### src/rtl/core/jlp_pkg.sv
// ----------------------------------------------------------------------------
// jlp_pkg
// Shared types and constants for the joystick link poller.
// ----------------------------------------------------------------------------
`timescale 1ns / 1ps
`default_nettype none

package jlp_pkg;

	localparam logic [7:0] START_BYTE = 8'hFF;
	localparam logic [7:0] REQ_LEFT   = 8'hBB;
	localparam logic [7:0] REQ_RIGHT  = 8'hCC;
	localparam logic [7:0] STOP_TAG   = 8'hAA;

	localparam int unsigned TIMEOUT_W     = 16;
	localparam int unsigned VALUE_W       = 8;
	localparam int unsigned CFG_DATA_W    = 16;
	localparam logic [TIMEOUT_W-1:0] TIMEOUT_RESET = 16'd180;
	localparam logic [VALUE_W-1:0]   NEUTRAL_RESET = 8'd127;

	localparam logic CFG_TIMEOUT = 1'b0;
	localparam logic CFG_NEUTRAL = 1'b1;

	localparam logic CMD_BYTE = 1'b0;
	localparam logic CMD_POLL = 1'b1;

	localparam int unsigned STICK_LX = 0;
	localparam int unsigned STICK_LY = 1;
	localparam int unsigned STICK_RX = 2;
	localparam int unsigned STICK_RY = 3;

	typedef enum logic [1:0] {
		PH_SLEEP = 2'd0,
		PH_LEFT  = 2'd1,
		PH_RIGHT = 2'd2
	} phase_t;

	typedef struct packed {
		logic                      frame_open;
		logic [1:0]                byte_slot;
		phase_t                    phase;
		logic [15:0]               left_wait;
		logic [15:0]               right_wait;
		logic [3:0][7:0]           sticks;
		logic [1:0]                stop_count;
		logic                      start_flag;
	} state_t;

	typedef struct packed {
		logic       tx_valid;
		logic [7:0] tx_byte;
	} tx_t;

endpackage

`default_nettype wire

### src/rtl/core/jlp_step.sv
// ----------------------------------------------------------------------------
// jlp_step
// Next-state and request logic for one poll tick or one received byte.
// ----------------------------------------------------------------------------
`timescale 1ns / 1ps
`default_nettype none

module jlp_step (
	input  wire jlp_pkg::state_t  st,
	input  wire logic [2:0][7:0]  frame_bytes,
	input  wire logic             cmd,
	input  wire logic [7:0]       rx_byte,
	input  wire logic [15:0]      timeout_polls,
	input  wire logic [7:0]       neutral_value,
	output jlp_pkg::state_t       st_nxt,
	output logic                  fb_we,
	output logic [1:0]            fb_sel,
	output jlp_pkg::tx_t          tx
);

	jlp_pkg::phase_t ph;
	logic [15:0]     lw;
	logic [15:0]     rw;
	logic [7:0]      tag;

	always_comb begin
		st_nxt      = st;
		fb_we       = 1'b0;
		fb_sel      = st.byte_slot;
		tx.tx_valid = 1'b0;
		tx.tx_byte  = 8'h00;
		ph          = st.phase;
		lw          = st.left_wait;
		rw          = st.right_wait;
		tag         = frame_bytes[0];

		if (cmd == jlp_pkg::CMD_POLL) begin
			if (st.stop_count == 2'd0) begin
				if (st.phase == jlp_pkg::PH_SLEEP) begin
					ph          = jlp_pkg::PH_LEFT;
					tx.tx_valid = 1'b1;
					tx.tx_byte  = jlp_pkg::REQ_LEFT;
				end
				unique case (ph)
					jlp_pkg::PH_LEFT: begin
						lw = (st.left_wait == 16'hFFFF) ? st.left_wait : st.left_wait + 16'd1;
						rw = 16'd0;
					end
					jlp_pkg::PH_RIGHT: begin
						lw = 16'd0;
						rw = (st.right_wait == 16'hFFFF) ? st.right_wait : st.right_wait + 16'd1;
					end
					default: begin
						lw = 16'd0;
						rw = 16'd0;
					end
				endcase
				if (lw >= timeout_polls || rw >= timeout_polls) begin
					st_nxt.sticks = {4{neutral_value}};
					ph            = jlp_pkg::PH_SLEEP;
					lw            = 16'd0;
					rw            = 16'd0;
				end
				st_nxt.phase      = ph;
				st_nxt.left_wait  = lw;
				st_nxt.right_wait = rw;
			end
		end else begin
			if (!st.frame_open) begin
				st_nxt.frame_open = (rx_byte == jlp_pkg::START_BYTE);
				st_nxt.byte_slot  = 2'd0;
			end else if (st.byte_slot != 2'd3) begin
				fb_we            = 1'b1;
				st_nxt.byte_slot = st.byte_slot + 2'd1;
			end else if (rx_byte == jlp_pkg::START_BYTE) begin
				st_nxt.frame_open = 1'b0;
				st_nxt.byte_slot  = 2'd0;
				if (tag == jlp_pkg::REQ_LEFT) begin
					if (st.phase == jlp_pkg::PH_LEFT) begin
						st_nxt.sticks[jlp_pkg::STICK_LY] = frame_bytes[1];
						st_nxt.sticks[jlp_pkg::STICK_LX] = frame_bytes[2];
						st_nxt.phase = jlp_pkg::PH_RIGHT;
						tx.tx_valid  = 1'b1;
						tx.tx_byte   = jlp_pkg::REQ_RIGHT;
					end
				end else if (tag == jlp_pkg::REQ_RIGHT) begin
					if (st.phase == jlp_pkg::PH_RIGHT) begin
						st_nxt.sticks[jlp_pkg::STICK_RY] = frame_bytes[1];
						st_nxt.sticks[jlp_pkg::STICK_RX] = frame_bytes[2];
						st_nxt.phase = jlp_pkg::PH_SLEEP;
					end
				end else begin
					st_nxt.sticks = {4{neutral_value}};
					st_nxt.phase  = jlp_pkg::PH_SLEEP;
				end
				if (tag == jlp_pkg::STOP_TAG) begin
					st_nxt.stop_count = st.stop_count + 2'd1;
					st_nxt.start_flag = 1'b1;
				end
			end
		end
	end

endmodule

`default_nettype wire

### src/rtl/core/joystick_link_poller.sv
// ----------------------------------------------------------------------------
// joystick_link_poller
// Polls a two-stick remote over a byte link and deframes its replies.
// ----------------------------------------------------------------------------
// Usage: each input transaction carries either a poll tick (cmd = 1) or one
// received link byte (cmd = 0). Every input transaction yields exactly one
// output transaction that reports the request byte to send, if any, and the
// current stick values, stop mode, start flag and link phase.
// The input lands in a register, one level of logic updates the link state,
// and the result is held in an output register until the receiver takes it;
// one transaction per cycle is sustained while the receiver does not stall.
// When the receiver stalls, the output register holds its result and the
// input register fills; input stall then rises until the output drains.
// Reset clears the link to sleep, both wait counters, the stop mode and the
// start flag, sets the sticks and neutral value to 127 and the timeout to 180.
// Configuration writes (timeout at index 0, neutral value at index 1) must
// only be issued while the block is idle.
// ----------------------------------------------------------------------------
`timescale 1ns / 1ps
`default_nettype none

module joystick_link_poller (
	input  wire logic                            clk,
	input  wire logic                            arst_n,
	input  wire logic                            cfg_we,
	input  wire logic                            cfg_index,
	input  wire logic [jlp_pkg::CFG_DATA_W-1:0]  cfg_data,
	input  wire logic                            in_valid,
	output logic                                 in_stall,
	input  wire logic                            cmd,
	input  wire logic [7:0]                      rx_byte,
	output logic                                 out_valid,
	input  wire logic                            out_stall,
	output logic                                 tx_valid,
	output logic [7:0]                           tx_byte,
	output logic [7:0]                           left_x,
	output logic [7:0]                           left_y,
	output logic [7:0]                           right_x,
	output logic [7:0]                           right_y,
	output logic [1:0]                           stop_mode,
	output logic                                 start_pressed,
	output logic [1:0]                           link_phase
);

	logic             valid_s1;
	logic             cmd_s1;
	logic [7:0]       rx_byte_s1;
	logic             out_room;
	logic             advance;

	logic [15:0]      timeout_q;
	logic [7:0]       neutral_q;
	jlp_pkg::state_t  st_q;
	jlp_pkg::state_t  st_nxt;
	logic [2:0][7:0]  frame_bytes_q;
	logic             fb_we;
	logic [1:0]       fb_sel;
	jlp_pkg::tx_t     tx;

	logic             out_valid_q;
	jlp_pkg::tx_t     tx_q;
	jlp_pkg::state_t  view_q;

	assign out_room = !out_valid_q || !out_stall;
	assign advance  = valid_s1 && out_room;
	assign in_stall = valid_s1 && !out_room;

	always_ff @(posedge clk or negedge arst_n) begin
		if (!arst_n) begin
			valid_s1 <= 1'b0;
		end else if (!in_stall) begin
			valid_s1 <= in_valid;
		end
	end

	always_ff @(posedge clk) begin
		if (in_valid && !in_stall) begin
			cmd_s1     <= cmd;
			rx_byte_s1 <= rx_byte;
		end
	end

	always_ff @(posedge clk or negedge arst_n) begin
		if (!arst_n) begin
			timeout_q <= jlp_pkg::TIMEOUT_RESET;
			neutral_q <= jlp_pkg::NEUTRAL_RESET;
		end else if (cfg_we) begin
			unique case (cfg_index)
				jlp_pkg::CFG_TIMEOUT: timeout_q <= cfg_data;
				jlp_pkg::CFG_NEUTRAL: neutral_q <= cfg_data[7:0];
				default: ;
			endcase
		end
	end

	jlp_step u_step (
		.st            (st_q),
		.frame_bytes   (frame_bytes_q),
		.cmd           (cmd_s1),
		.rx_byte       (rx_byte_s1),
		.timeout_polls (timeout_q),
		.neutral_value (neutral_q),
		.st_nxt        (st_nxt),
		.fb_we         (fb_we),
		.fb_sel        (fb_sel),
		.tx            (tx)
	);

	always_ff @(posedge clk or negedge arst_n) begin
		if (!arst_n) begin
			st_q <= '{
				frame_open: 1'b0,
				byte_slot:  2'd0,
				phase:      jlp_pkg::PH_SLEEP,
				left_wait:  16'd0,
				right_wait: 16'd0,
				sticks:     {4{jlp_pkg::NEUTRAL_RESET}},
				stop_count: 2'd0,
				start_flag: 1'b0
			};
		end else if (advance) begin
			st_q <= st_nxt;
		end
	end

	always_ff @(posedge clk) begin
		if (advance && fb_we) begin
			frame_bytes_q[fb_sel] <= rx_byte_s1;
		end
	end

	always_ff @(posedge clk or negedge arst_n) begin
		if (!arst_n) begin
			out_valid_q <= 1'b0;
		end else if (out_room) begin
			out_valid_q <= valid_s1;
		end
	end

	always_ff @(posedge clk) begin
		if (advance) begin
			tx_q   <= tx;
			view_q <= st_nxt;
		end
	end

	assign out_valid     = out_valid_q;
	assign tx_valid      = tx_q.tx_valid;
	assign tx_byte       = tx_q.tx_byte;
	assign left_x        = view_q.sticks[jlp_pkg::STICK_LX];
	assign left_y        = view_q.sticks[jlp_pkg::STICK_LY];
	assign right_x       = view_q.sticks[jlp_pkg::STICK_RX];
	assign right_y       = view_q.sticks[jlp_pkg::STICK_RY];
	assign stop_mode     = view_q.stop_count;
	assign start_pressed = view_q.start_flag;
	assign link_phase    = view_q.phase;

endmodule

`default_nettype wire

### config.mk
export PLATFORM = sky130hd
export DESIGN_NAME = joystick_link_poller
export DESIGN_NICKNAME = d
export VERILOG_FILES = /design/src/rtl/core/jlp_pkg.sv /design/src/rtl/core/jlp_step.sv /design/src/rtl/core/joystick_link_poller.sv
export SDC_FILE = /design/constraint.sdc
export NUM_CORES = 1
export LEC_CHECK = 0
export ABC_AREA = 1
export CAP_MARGIN = 20
export CELL_PAD_IN_SITES_DETAIL_PLACEMENT = 2
export CELL_PAD_IN_SITES_GLOBAL_PLACEMENT = 2
export CORE_ASPECT_RATIO = 1.1
export CORE_MARGIN = 2
export CORE_UTILIZATION = 38
export DETAILED_ROUTE_END_ITERATION = 7
export DONT_BUFFER_PORTS = 1
export PLACE_DENSITY = 0.85
export SYNTH_ARGS = -nofsm -noshare
export SYNTH_HDL_FRONTEND = slang
export SYNTH_HIERARCHICAL = 1
export SYNTH_SLANG_ARGS = --single-unit
### constraint.sdc
create_clock -name clk -period 3.7 [get_ports clk]
set_clock_uncertainty 0.2 [all_clocks]
set_input_delay 0.185 -clock clk [delete_from_list [all_inputs] [get_ports clk]]
set_output_delay 0.185 -clock clk [all_outputs]
set_load 0.005 [all_outputs]
==> flow_summary.ini, run 1 <==
[logic_synthesis]
yosysSeqAreaShare = 0.449
synth_top_area_share = 0.219
synth_seq_cells = 177
synth_cell_types = 45
synth_edf_count = 79
synth.largest_area_cell = edfxtp_1
syn_area_per_cell_sq_um = 7.48
postSynthCellCount = 1450
postSynth.asyncResetShare = 0.554
synthTopCellsByCount = 597 x nand2_1, 204 x nand3_1, 110 x inv_1
synth_ff_type = edfxtp_1
ys_warn_count = 6
synth_nets = 1517
synth_area_sq_um = 10800
synth_area_leaders = edfxtp_1 22%, nand2_1 21%, dfrtp_1 14%
synthMostInstantiatedCell = nand2_1

[timing]
slew_viol_final = 0
worst_pin_slew_ns = 1.19
fmax_mhz = 208
fin_hold_ws_ns = 0.131
post-route-min-period_ns = 4.80
max-slew-margin-rel = 0.207
post-route-period-util = 1.30
rsz0062_at_grt = true
finalSetupViolCount = 100
finalWorstSetupSlack_ns = -1.10
hold_viol = 0

[outcome]
status = finished, violations left
violations = setup timing

[grt]
grt_pass1_vias = 13175
overflow = 0
grt_max_degree = 99
antenna_found_initial = 4
grt_pass1_wl_mm = 84.3
grt_use_total = 0.381

[floorplanning]
fp-row-count = 64
die-area_sq_um = 29900
start_util = 0.388
die_h_um = 181
die_w_um = 165
fp.coreArea_sq_um = 27900
ioPinCount = 79

[detailed_routing]
wl_met2_mm = 34.5
wl_met1_mm = 24.2
remaining_drc_errors = 0
drt_wl_total_mm = 74.1
dr.pass1.iters = 6
wire_per_inst_um = 37.9
wl_met3_mm = 6.78
vias = 13222
antenna_left = 0
viasPerCell = 6.77
highest_layer = met5
drt_iter0_drc = 1611

[power_and_ir_drop]
clockPowerShare = 0.328
pwr-share-seq = 0.418
p_switching_mw = 2.43
power.total_mw = 6.36
intPower_mw = 3.92
powerDensity_nw_per_um2 = 440
combPwrFrac = 0.255
switching_share = 0.383
vdd_drop_max_v = 0.000388
p_leak_nw = 6.82

[critical_path]
crit_path_start = st_q[44]
cpMaxStageDelayCell = dfrtp_2
crit_family = simple AND/OR/NAND/NOR gates
crit_chain = inv_1, nor3_2, nand2_4, nor2_4, nand2_4, nand2_1, o21ai_2, inv_1, ha_1, nand2_2, nor2_1, nand2_2, nand3_4, nor2_4, nand3_4, nor2_4, buf_4, clkbuf_16, nand2_1, o21ai_0, nand3_1, nand2_1
cp.depth = 22
slowest_delay_ns = 0.51
end_kind = flop
crit_buf_inv = 4
r2r_end = st_q[59]
cp.required_ns = 3.90
arrival_ns = 5.00
reg2regPathDepth = 22
ff2ff_setup_slack_ns = -1.10
reg2reg_from = st_q[44]
critPathKind = reg2reg
start_kind = flop
crit_fanout = 6
cp-endpoint = st_q[59]

[clock_tree]
cts-root-buf = clkbuf_16
worstSkewPairLatency_ns = 0.50
clkTransAtPathRegs_ns = 0.11
clock_sinks = 177
cts_buffers = 17
clockBufferDepth = 2
cts_htree_levels = 4
cts_tree = done

[cells_and_area]
syn_to_final_growth_pct = 33.2
final_cells = 1954
final_nets = 1644
drive_gt1_frac = 0.294

[placed_design]
place.gp.congestion = 0.875
place_inst = 1796
port_buffers = 0
dp_hpwl_mm = 30.3
dpl_worst_slack_ns = -0.289

[hold_path]
hp-class = in2reg
min_from = rx_byte[0]

[job]
drv_cap = 0
-- logic make-up after synthesis --
| logic type | share of synthesized area |
|---|---|
| compound gates | 0.0606 |
| xor+xnor | 0.00646 |
| fa+ha+maj | 0.0415 |
| buf+inv | 0.0782 |
| flops | 0.449 |
| simple gates | 0.364 |
-- what timing repair did --
item	4_1_cts	5_1_grt
setup buffers	5	60
pin swaps	9	99
gates cloned	1	4
endpoints found under the setup margin	100	100
hold buffers	56	0
hold endpoints to repair	136	0
resized for setup	47	310
-- registers in the layout, summed over array words and instances (netlist names), 2 cells and up --
name,flops
rx_byte_s1,8
frame_bytes_q,24
timeout_q,16
right_x,8
stop_mode,2
link_phase,2
neutral_q,8
tx_byte,8
right_y,8
left_x,8
st_q,72
left_y,8
-- metal layers --
layer,vias up,track usage
li1,4994,-
met1,6568,0.413
met2,1076,0.665
met3,582,0.0622
met4,2,0.270
met5,-,0
-- power by group through the flow --
stage | combinational, mW | sequential [mW] | clock [mW]
6_report | 1.62 | 2.66 | 2.08
3_5_place_dp | 0.991 | 2.59 | 0
3_3_place_gp | 0.898 | 2.57 | 0
2_1_floorplan | 0.689 | 2.50 | 0
4_1_cts | 1.13 | 2.57 | 1.94
5_1_grt | 1.68 | 2.66 | 2.15
-- cell type report --
| type | count | area [sq um] |
|---|---|---|
| diodes | 1 | 2.50 |
| clock inverters | 9 | 103 |
| fillers | 2957 | 13500 |
| multi-input cells | 1083 | 6290 |
| clock buffers | 23 | 498 |
| well taps | 363 | 454 |
| repair buffers | 180 | 1740 |
| inverters | 118 | 459 |
| flip-flops and latches | 177 | 4890 |
-- worst reg2reg max path: stages, from the launching register on --
cell,delay [ns]
dfrtp_2,0.51
inv_1,0.21
nor3_2,0.31
nand2_4,0.13
nor2_4,0.17
nand2_4,0.14
nand2_1,0.32
o21ai_2,0.14
inv_1,0.11
ha_1,0.26
nand2_2,0.16
nor2_1,0.13
nand2_2,0.15
nand3_4,0.17
nor2_4,0.21
nand3_4,0.13
nor2_4,0.25
buf_4,0.17
clkbuf_16,0.14
nand2_1,0.05
o21ai_0,0.17
nand3_1,0.23
nand2_1,0.24
-- cell usage in the layout, fill, tap and decap left out, types with 5 or more instances in the layout --
master           n
a21oi_1         15
a21oi_2          5
a31oi_1          5
buf_12           7
buf_4           95
buf_6           16
clkbuf_16       21
clkbuf_8         5
dfrtp_1         47
dfrtp_2         12
dfstp_2         39
dlygate4sd3_1   55
edfxtp_1        79
ha_1            30
ha_4             5
inv_1           98
inv_2           13
nand2_1        466
nand2_2        108
nand2_4         27
nand3_1        180
nand3_2         16
nand3_4         11
nand4_1          6
nor2_1          56
nor2_4          15
nor3_1           7
nor3_2           7
nor3_4           7
o211ai_1        18
o21ai_0         27
o21ai_1         12
o21ai_2         11
o21ai_4          6
o22ai_2          7
xor2_1           6
-- metrics by stage --
step	cell area, sq um	util	TNS (ns)
2_1_floorplan	10800	-	0
3_3_place_gp	11400	0.407	0
3_5_place_dp	11400	0.407	-12.53
4_1_cts	12800	0.456	0
5_1_grt	14400	0.517	-86.32
6_report	14400	0.517	-83.50
-- how the worst min path moves through the flow --
| stage | end | slack [ns] | cells after the start |
|---|---|---|---|
| floorplan | neutral_q[7] | -0.31 | 0 |
| global placement | st_q[26] | -0.30 | 0 |
| detailed placement | st_q[26] | -0.30 | 0 |
| CTS | rx_byte_s1[3] | 0.14 | 1 |
| global route | rx_byte_s1[0] | 0.12 | 1 |
| finish | rx_byte_s1[0] | 0.13 | 1 |
(Power assumes the default switching activity.)
==> run 2: changes to the inputs <==
--- a/config.mk
+++ b/config.mk
@@ -9,7 +9,7 @@
 export CAP_MARGIN = 20
 export CELL_PAD_IN_SITES_DETAIL_PLACEMENT = 2
 export CELL_PAD_IN_SITES_GLOBAL_PLACEMENT = 2
-export CORE_ASPECT_RATIO = 1.1
+export CORE_ASPECT_RATIO = 0.6
 export CORE_MARGIN = 2
 export CORE_UTILIZATION = 38
 export DETAILED_ROUTE_END_ITERATION = 7
==> flow_summary.ini, run 2 (synthesized netlist as in run 1, its figures left out) <==
[power_and_ir_drop]
p_switching_mw = 2.29
p_leak_nw = 6.33
power.total_mw = 5.96
pwr-share-seq = 0.439
vdd_drop_max_v = 0.000385
combPwrFrac = 0.238
intPower_mw = 3.67
switching_share = 0.384
powerDensity_nw_per_um2 = 444
clockPowerShare = 0.323

[grt]
overflow = 0
grt_max_degree = 99
grt_use_total = 0.352
grt_pass1_vias = 12176
met3_usage = 0.0816
grt_util_met2 = 0.551
grt_pass1_wl_mm = 78.5
top_usage_layer = met2
antenna_found_initial = 5
grt_use_met1 = 0.471

[floorplanning]
fp-row-count = 47
fp.coreArea_sq_um = 27800
die_w_um = 222
start_util = 0.390
die_h_um = 135
ioPinCount = 79
die-area_sq_um = 29900

[clock_tree]
worstSkewPairLatency_ns = 0.49
clockBufferDepth = 2
clock_sinks = 177
cts-root-buf = clkbuf_16
cts_tree = done
cts_htree_levels = 4
cts_buffers = 17
clkTransAtPathRegs_ns = 0.09

[timing]
worst_pin_slew_ns = 1.02
finalWorstSetupSlack_ns = -0.480
rsz0062_at_grt = true
hold_viol = 0
finalSetupViolCount = 100
fmax_mhz = 239
slew_viol_final = 0
post-route-period-util = 1.13
max-slew-margin-rel = 0.318
post-route-min-period_ns = 4.18

[detailed_routing]
antenna_left = 0
remaining_drc_errors = 0
dr.pass1.iters = 6
viasPerCell = 6.43
wire_per_inst_um = 32.0
vias = 12248
drt_wl_total_mm = 60.9
drt_iter0_drc = 1537

[cells_and_area]
fillCellCount = 3116
final_cell_mix = 501 x nand2_1, 187 x nand3_1, 99 x inv_1
largest_reg_flops = 72
final_common_cell = nand2_1
regMostFlops = st_q
final_nets = 1588
drive_gt1_frac = 0.233
syn_to_final_growth_pct = 23.7
reg_top3 = st_q: 72 flops, frame_bytes_q: 24 flops, timeout_q: 16 flops

[outcome]
violations = setup timing
status = finished, violations left

[job]
drv_cap = 0

[critical_path]
start_kind = flop
critPathKind = reg2reg
arrival_ns = 4.39
reg2reg_from = st_q[36]
end_kind = flop
crit_fanout = 10
cp.required_ns = 3.91
crit_path_start = st_q[36]

[placed_design]
dp_hpwl_mm = 30.2
place.gp.congestion = 0.882
dpl_worst_slack_ns = -0.204
port_buffers = 0

[hold_path]
hp-class = in2async
==> run 2: cell type report <==
| class | instances | area, sq um | area share |
|---|---|---|---|
| sequential | 177 | 4890 | 0.365 |
| tap | 367 | 459 | 0.0342 |
| timing repair buffer | 125 | 1200 | 0.0896 |
| clock buffer | 17 | 425 | 0.0317 |
| antenna | 3 | 7.51 | 0.000560 |
| inverter | 118 | 453 | 0.0338 |
| clock inverter | 15 | 141 | 0.0105 |
| multi-input combinational | 1082 | 5830 | 0.435 |
==> run 2: critical path, stage by stage, from the launching register on <==
cell       delay (ns)
dfrtp_1          0.42
ha_4             0.18
nand2_4          0.08
nor3_4           0.23
nand2_2          0.16
nor2_4           0.19
nand2_4          0.09
buf_4            0.15
nand2_1          0.07
o21ai_1          0.09
inv_1            0.14
ha_4             0.24
nand2_1          0.08
inv_1            0.05
o21bai_1         0.22
nand3_2          0.13
nor2_4           0.14
nand3_4          0.17
nand2_8          0.19
clkbuf_16        0.21
nand2_1          0.06
nand2_1          0.05
nand2_1          0.09
nand2_2          0.11
nand3_1          0.13
nand2_1          0.21
==> run 2: path summary, 6_finish.rpt <==
path                                 end  slack [ns]  cells past startpoint
max                             st_q[17]       -0.48                     25
min                             st_q[35]        0.12                      2
max reg2reg                     st_q[17]       -0.48                     25
min reg2reg                     st_q[24]        0.29                      2
max in group asynchronous       st_q[59]        2.69                      2
min in group clk           rx_byte_s1[5]        0.13                      1
==> run 2: layer usage <==
metal / vias up / wire, um
li1: 4872 / -
met1: 6201 / 24000
met2: 892 / 27500
met3: 281 / 6050
met4: 2 / 3390
met5: - / 12
==> run 2: metrics by stage <==
step / cell area [sq um] / TNS [ns] / utilization / cells / hold slack [ns]
after global routing: 13400 / -40.01 / 0.482 / 1902 / 0.120
after CTS: 12400 / 0 / 0.448 / 1873 / 0.119
after detailed placement: 11300 / -3.83 / 0.406 / 1791 / -0.305
final: 13400 / -30.00 / 0.482 / 1904 / 0.125
after global placement: 11300 / 0 / 0.406 / 1791 / -0.305
after floorplan: 10800 / 0 / - / 1450 / -0.311
==> run 2: timing repair <==
item | in CTS | in global routing
endpoints found under the hold margin | 138 | 0
hold buffers | 46 | 0
pin swaps | 3 | 59
buffers inserted | 4 | 25
gates cloned | 0 | 3
gates resized for setup | 28 | 199
setup endpoints to repair | 82 | 100
==> run 2: power groups by stage <==
stage	Combinational [mW]	Sequential (mW)	Clock (mW)
2_1_floorplan	0.689	2.50	0
3_3_place_gp	0.903	2.57	0
3_5_place_dp	0.978	2.59	0
4_1_cts	1.08	2.56	1.86
5_1_grt	1.49	2.62	2.01
6_report	1.42	2.61	1.93
